<file path="config.mk">
export PLATFORM = sky130hd
export DESIGN_NAME = binary_delta_patch_applier
export DESIGN_NICKNAME = d
export VERILOG_FILES = /design/src/rtl/bdpa_pkg.sv /design/src/rtl/binary_delta_patch_applier.sv
export SDC_FILE = /design/constraint.sdc
export NUM_CORES = 1
export LEC_CHECK = 0
export BUFFER_PORTS_ARGS = -buffer_cell sky130_fd_sc_hd__clkbuf_2
export CAP_MARGIN = 10
export CORE_AREA = 5 5 236 238
export DETAILED_ROUTE_END_ITERATION = 8
export DIE_AREA = 0 0 241 243
export GPL_TIMING_DRIVEN = 0
export SYNTH_ARGS = -nofsm -noshare
export SYNTH_HDL_FRONTEND = slang
export SYNTH_SLANG_ARGS = --single-unit
</file>
<file path="constraint.sdc">
create_clock -name clk -period 3.8 [get_ports clk]
set_clock_uncertainty 0.15 [all_clocks]
set_input_delay 0.38 -clock clk [delete_from_list [all_inputs] [get_ports clk]]
set_output_delay 0.38 -clock clk [all_outputs]
set_load 0.05 [all_outputs]
</file>
<file path="src/rtl/bdpa_pkg.sv">
// Package of the binary delta patch applier: word types, phase codes, constants.
// Used by the top level and by its checker; depends on nothing.
`default_nettype none

package bdpa_pkg;

    // Control block: three 8-byte sign-magnitude numbers
    localparam int CONTROL_BYTES = 24;
    localparam int NUM_BYTES     = 8;
    localparam int MAG_W         = 63;
    localparam int CNT_W         = $clog2(CONTROL_BYTES);
    localparam logic [7:0] MAG_MASK  = 8'h7F;
    localparam logic [7:0] SIGN_MASK = 8'h80;

    // Phase codes, one-hot
    typedef enum logic [3:0] {
        PH_GATHER = 4'b0001,
        PH_DIFF   = 4'b0010,
        PH_EXTRA  = 4'b0100,
        PH_ERROR  = 4'b1000
    } phase_t;

    // Input word: one patch byte and the next origin byte
    typedef struct packed {
        logic [7:0] patch_byte;
        logic [7:0] old_byte;
    } in_word_t;

    // Output word: one result per accepted input word
    typedef struct packed {
        logic               byte_valid;
        logic [7:0]         out_byte;
        logic               old_used;
        logic               skip_valid;
        logic signed [63:0] skip_amount;
        logic               error;
    } out_word_t;

endpackage

`default_nettype wire

</file>
<file path="src/rtl/binary_delta_patch_applier.sv">
// Top level of the binary delta patch applier: control decode, diff/extra copy.
// Depends on bdpa_pkg for word types, phase codes and control block sizes.
//
//   channel   direction   handshake              word
//   in        input       in_valid / in_ready    in_data  (patch byte, origin byte)
//   out       output      out_valid / out_ready  out_data (byte, skip, error)
//
// One word is taken per cycle while in_ready is high; its result reaches the
// output register in the next cycle, with the phase update and the 63-bit
// length count. in_ready is high whenever the output register is empty or
// being emptied, so a stalled out channel stops input only after one word.
// Reset returns to control gathering; the error phase is left only by reset.
`default_nettype none

module binary_delta_patch_applier (
    input  wire logic               clk,
    input  wire logic               rst_n,
    input  wire logic               in_valid,
    output logic                    in_ready,
    input  wire bdpa_pkg::in_word_t in_data,
    output logic                    out_valid,
    input  wire logic               out_ready,
    output bdpa_pkg::out_word_t     out_data
);
    import bdpa_pkg::*;

    localparam logic [CNT_W-1:0] LAST_STORED = CNT_W'(CONTROL_BYTES - 1);

    phase_t             phase_reg, phase_next;
    logic [CNT_W-1:0]   count_reg, count_next;
    logic [7:0]         control_bytes_reg [CONTROL_BYTES-1];
    logic [MAG_W-1:0]   remaining_reg, remaining_next;
    logic [MAG_W-1:0]   extra_reg, extra_next;
    logic [63:0]        skip_reg, skip_next;
    logic               out_valid_reg;
    out_word_t          out_data_reg;

    logic               accept;
    logic               store_byte;
    logic [8*CONTROL_BYTES-1:0] ctrl_vec;
    logic [63:0]        diff_word, extra_word, skip_word;
    logic               diff_neg, extra_neg;
    logic [63:0]        skip_decoded;
    logic               rem_last;
    logic [MAG_W-1:0]   rem_dec;
    out_word_t          result;

    assign accept    = in_valid && in_ready;
    assign in_ready  = !out_valid_reg || out_ready;
    assign out_valid = out_valid_reg;
    assign out_data  = out_data_reg;

    // Assemble the full control block: stored bytes plus the incoming one
    always_comb
    begin
        for (int i = 0; i < CONTROL_BYTES - 1; i++)
        begin
            ctrl_vec[8*i +: 8] = control_bytes_reg[i];
        end
        ctrl_vec[8*(CONTROL_BYTES-1) +: 8] = in_data.patch_byte;
    end

    // Decode the three sign-magnitude numbers
    assign diff_word  = ctrl_vec[0 +: 8*NUM_BYTES];
    assign extra_word = ctrl_vec[8*NUM_BYTES +: 8*NUM_BYTES];
    assign skip_word  = ctrl_vec[16*NUM_BYTES +: 8*NUM_BYTES];
    assign diff_neg   = diff_word[63] && (diff_word[MAG_W-1:0] != '0);
    assign extra_neg  = extra_word[63] && (extra_word[MAG_W-1:0] != '0);
    assign skip_decoded = skip_word[63] ? (64'd0 - {1'b0, skip_word[MAG_W-1:0]})
                                        : {1'b0, skip_word[MAG_W-1:0]};

    // Count down the current run; the last byte leaves zero
    assign rem_last = (remaining_reg[MAG_W-1:1] == '0);
    assign rem_dec  = rem_last ? '0 : remaining_reg - MAG_W'(1);

    // Work out the result word and the next state
    always_comb
    begin
        phase_next     = phase_reg;
        count_next     = count_reg;
        remaining_next = remaining_reg;
        extra_next     = extra_reg;
        skip_next      = skip_reg;
        store_byte     = 1'b0;
        result         = '0;
        case (phase_reg)
            PH_GATHER:
            begin
                if (count_reg < LAST_STORED)
                begin
                    store_byte = 1'b1;
                    count_next = count_reg + CNT_W'(1);
                end
                else if (diff_neg || extra_neg)
                begin
                    phase_next   = PH_ERROR;
                    result.error = 1'b1;
                end
                else
                begin
                    count_next = '0;
                    skip_next  = skip_decoded;
                    extra_next = extra_word[MAG_W-1:0];
                    if (diff_word[MAG_W-1:0] != '0)
                    begin
                        phase_next     = PH_DIFF;
                        remaining_next = diff_word[MAG_W-1:0];
                    end
                    else if (extra_word[MAG_W-1:0] != '0)
                    begin
                        phase_next     = PH_EXTRA;
                        remaining_next = extra_word[MAG_W-1:0];
                    end
                    else
                    begin
                        remaining_next     = '0;
                        result.skip_valid  = 1'b1;
                        result.skip_amount = skip_decoded;
                    end
                end
            end
            PH_DIFF:
            begin
                result.byte_valid = 1'b1;
                result.out_byte   = in_data.patch_byte + in_data.old_byte;
                result.old_used   = 1'b1;
                remaining_next    = rem_dec;
                if (rem_last)
                begin
                    if (extra_reg != '0)
                    begin
                        phase_next     = PH_EXTRA;
                        remaining_next = extra_reg;
                    end
                    else
                    begin
                        phase_next         = PH_GATHER;
                        count_next         = '0;
                        result.skip_valid  = 1'b1;
                        result.skip_amount = skip_reg;
                    end
                end
            end
            PH_EXTRA:
            begin
                result.byte_valid = 1'b1;
                result.out_byte   = in_data.patch_byte;
                remaining_next    = rem_dec;
                if (rem_last)
                begin
                    phase_next         = PH_GATHER;
                    count_next         = '0;
                    result.skip_valid  = 1'b1;
                    result.skip_amount = skip_reg;
                end
            end
            default:
            begin
                phase_next   = PH_ERROR;
                result.error = 1'b1;
            end
        endcase
    end

    // Advance control state on each accepted word
    always_ff @(posedge clk or negedge rst_n)
    begin
        if (!rst_n)
        begin
            phase_reg     <= PH_GATHER;
            count_reg     <= '0;
            remaining_reg <= '0;
            extra_reg     <= '0;
            skip_reg      <= '0;
        end
        else if (accept)
        begin
            phase_reg     <= phase_next;
            count_reg     <= count_next;
            remaining_reg <= remaining_next;
            extra_reg     <= extra_next;
            skip_reg      <= skip_next;
        end
    end

    // Store gathered control bytes
    always_ff @(posedge clk)
    begin
        if (accept && store_byte)
        begin
            control_bytes_reg[count_reg] <= in_data.patch_byte;
        end
    end

    // Hold the result word until the out channel takes it
    always_ff @(posedge clk or negedge rst_n)
    begin
        if (!rst_n)
        begin
            out_valid_reg <= 1'b0;
        end
        else if (accept)
        begin
            out_valid_reg <= 1'b1;
        end
        else if (out_ready)
        begin
            out_valid_reg <= 1'b0;
        end
    end

    always_ff @(posedge clk)
    begin
        if (accept)
        begin
            out_data_reg <= result;
        end
    end

endmodule

`default_nettype wire

</file>
==> results.json <==
{
  "ys_seq_area_share_pct": 61.03,
  "crit_cells": 9,
  "antenna_left": 0,
  "slew_viol_final": 0,
  "synthesis.instances": 1781,
  "path_cells": "nor4_2 > nand4_1 > nor4_4 > buf_4 > or3b_1 > or2_2 > clkbuf_2 > clkbuf_4 > o21ai_0",
  "detail_route.wirelength_um": 71570,
  "die_height_um": 243,
  "overflow": 0,
  "initial_utilization_pct": 39.32,
  "critical_path.reg2reg.endpoint": "out_data[62]$_DFFE_PP_",
  "dp_hpwl_um": 48480,
  "fin_total_pwr_mw": 12.06,
  "synth-edff-count": 260,
  "htree_num_levels": 2,
  "core.rowCount": 85,
  "tritoncts_clock_tree": "done",
  "global_placer_s_final_weighted_congestion": 0.9843,
  "hold_ws_ns": 0.07947,
  "num_vias": 16330,
  "finalWorstPathRequiredPeriod_ns": 3.759,
  "grt_pass1_vias": 15900,
  "antenna_cells_inserted": 0,
  "drv.max_cap_violation_count": 0,
  "outcome": "finished, final reports clean",
  "post-route-period-util_pct": 98.92,
  "cts_root_buf": "clkbuf_16",
  "detail_route.iter0.violations": 1727,
  "tritoncts.num_buffers": 49,
  "path_class": "flip-flop to flip-flop",
  "placement.cell_area_mm2": 0.02247,
  "max_slew_margin_pct": 25.78,
  "vias_per_cell": 6.093,
  "cpPeakStageDelay_ns": 0.44,
  "finish.instance_area_mm2": 0.02446,
  "tightestPinTransition_ns": 1.109,
  "worst-r2r-cell-count": 9,
  "dieWidth_um": 241,
  "final-setup-viol-count": 0,
  "timing.final.hold_violations": 0,
  "register_bit_total_from_synthesis": 460,
  "cp_data_arrival_time_ns": 3.98,
  "wp_data_required_ns": 4.02,
  "largest_driver_fanout_on_the_critical_path": 10,
  "largest_register_ffs": 184,
  "drc_errors": 0,
  "io_pins": 98,
  "synth_async_sr_flop_share_pct": 43.48,
  "post_synth_instance_area_mm2": 0.02099,
  "synth_top_flop_cell": "edfxtp_1",
  "core_area_mm2": 0.05339,
  "antenna_found_initial": 1,
  "cpLargestDelayFamily": "simple AND/OR/NAND/NOR gates",
  "clkTransAtPathRegs_ns": 0.06,
  "peakVddDrop_mv": 0.4013,
  "worst_setup_path_start_kind": "flip-flop",
  "worstSkewPairLatency_ns": 0.61,
  "drt_first_pass_iters": 8,
  "post_synth.cell_area_avg_um2": 11.79,
  "timing.critical_path.from": "control_bytes_reg[0][7]$_DFFE_PP_",
  "min_path_type": "input pin to flip-flop",
  "grt_max_degree": 102,
  "worst_path_max_delay_cell": "nor4_2",
  "ys_types": 81,
  "number_of_input_and_output_port_buffers_inserted": 97,
  "global_route.usage.total_pct": 23.86,
  "drive_gt1_share_pct": 19.10,
  "tritoncts_num_sinks": 460,
  "critPathBufInv": 3,
  "grt_first_pass_wirelength_um": 104900,
  "power.leakage_nw": 9.371,
  "setup_repair_after_global_routing_missed_its_margin": "no",
  "critical_path.endpoint_type": "flip-flop",
  "clock_tree.buffer_depth": 3,
  "final_core_utilization_pct": 45.82,
  "die_area_mm2": 0.05856,
  "ff2ff_setup_slack_ns": 0.04,
  "fmax_ghz": 0.2660,
  "finish.net_count": 1980,
  "power.density_mw_per_mm2": 493.1,
  "syn_to_final_growth_pct": 16.51,
  "synthesis.yosys.warnings": 0,
  "crit-reg2reg-launch": "control_bytes_reg[0][7]$_DFFE_PP_",
  "syn_nets": 1815,
  "crit_end": "out_data[62]$_DFFE_PP_",
  "post_drt_wl_per_cell_um": 26.70
}
[area by class of cell]
type                       instances  area [um^2]
buffer                           106        521.8
clock buffer                      54         1255
clock inverter                    35        347.8
fill                            4924        28930
inverter                          21        83.83
multi-input combinational       1192         7855
sequential                       460        12810
tap                              696        870.8
timing repair buffer             116        711.9
[layout by cell type, fill, tap and decap left out, drive strengths merged, types with 45 or more instances in the layout]
| cell | count |
|---|---|
| edfxtp | 260 |
| clkbuf | 233 |
| nand2 | 210 |
| dfrtp | 199 |
| o21ai | 183 |
| xor2 | 80 |
| nor2 | 79 |
| nor4 | 79 |
| mux2 | 63 |
| o31ai | 63 |
| a21oi | 57 |
| nor3 | 47 |
| a211oi | 45 |
[layer usage]
metal / wire (um) / part of all wire (%) / global-route usage (%)
met5: 0 / 0 / 0
met4: 3551 / 5.0 / 10.85
met3: 6053 / 8.5 / 4.904
met2: 33350 / 47 / 37.95
met1: 28610 / 40 / 31.50
[logic make-up (layout without fill, tap and decap cells)]
family	after synthesis	in the layout	synth area share (%)
compound gates	476	476	15.32
xor+xnor	90	90	3.755
simple gates	547	547	13.12
flops	460	460	61.03
mux	65	65	3.475
fa+ha+maj	14	14	0.8702
buf+inv	129	332	2.426
[worst min path at each step]
stage	startpoint	endpoint	slack (ns)	cells after the start
detailed placement	rst_n	extra_reg[16]$_DFFE_PN0P_	0.04	1
finish	in_data[0]	out_data[67]$_DFFE_PP_	0.08	3
CTS	in_data[0]	out_data[67]$_DFFE_PP_	0.06	3
global route	in_data[0]	out_data[67]$_DFFE_PP_	0.08	3
floorplan	rst_n	count_reg[0]$_DFFE_PN0P_	-0.07	0
global placement	skip_reg[57]$_DFFE_PN0P_	skip_reg[57]$_DFFE_PN0P_	0.31	2
[cells in the mapped netlist (8+ instances only)]
cell type / instances / area, um^2
clkbuf_1: 89 / 334.1
or2_2: 10 / 62.56
nand2_1: 210 / 788.3
a211o_1: 8 / 70.07
o41ai_1: 14 / 122.6
inv_1: 19 / 71.32
ha_1: 13 / 162.7
nand2b_1: 8 / 50.05
buf_2: 14 / 70.07
o31ai_1: 56 / 420.4
o21ai_0: 180 / 900.9
a21oi_1: 57 / 285.3
mux2_2: 63 / 709.4
nor3_1: 45 / 225.2
or3_1: 18 / 112.6
nand3_1: 15 / 75.07
or4_1: 18 / 135.1
a221oi_1: 33 / 289.0
nor4_1: 77 / 481.7
dfrtp_1: 199 / 4980
o22a_1: 8 / 70.07
xnor2_1: 10 / 87.58
edfxtp_1: 260 / 7807
nor2_1: 79 / 296.5
a22o_1: 8 / 70.07
nand4_1: 24 / 150.1
xor2_1: 80 / 700.7
a311oi_1: 8 / 70.07
a21o_1: 8 / 60.06
a211oi_1: 45 / 337.8
[through the flow]
step                      setup slack, ns  TNS (ns)  cells
final                             0.04103         0   2680
after global routing             0.009138         0   2680
after CTS                         0.01024         0   2677
after detailed placement           -1.383   -144.77   2579
after global placement             -2.643   -830.39   2574
after floorplan                    0.1568         0   1781
[worst min-delay path, cell delays in order]
cell and delay (ns):
clkbuf_2 0.09, ha_1 0.12, a22o_1 0.12
[power by group]
| part | internal, mW | switching (mW) |
|---|---|---|
| Combinational | 0.484 | 1.08 |
| Sequential | 5.47 | 0.209 |
| Clock | 2.75 | 2.08 |
| Total | 8.70 | 3.36 |
[what timing repair did]
item	CTS	global route
pin swaps	5	3
endpoints found under the hold margin	100	0
setup buffers	7	3
hold buffers	4	0
resized for setup	56	64
setup endpoints to repair	264	257
Note: power is estimated with default switching activity, not from simulation.
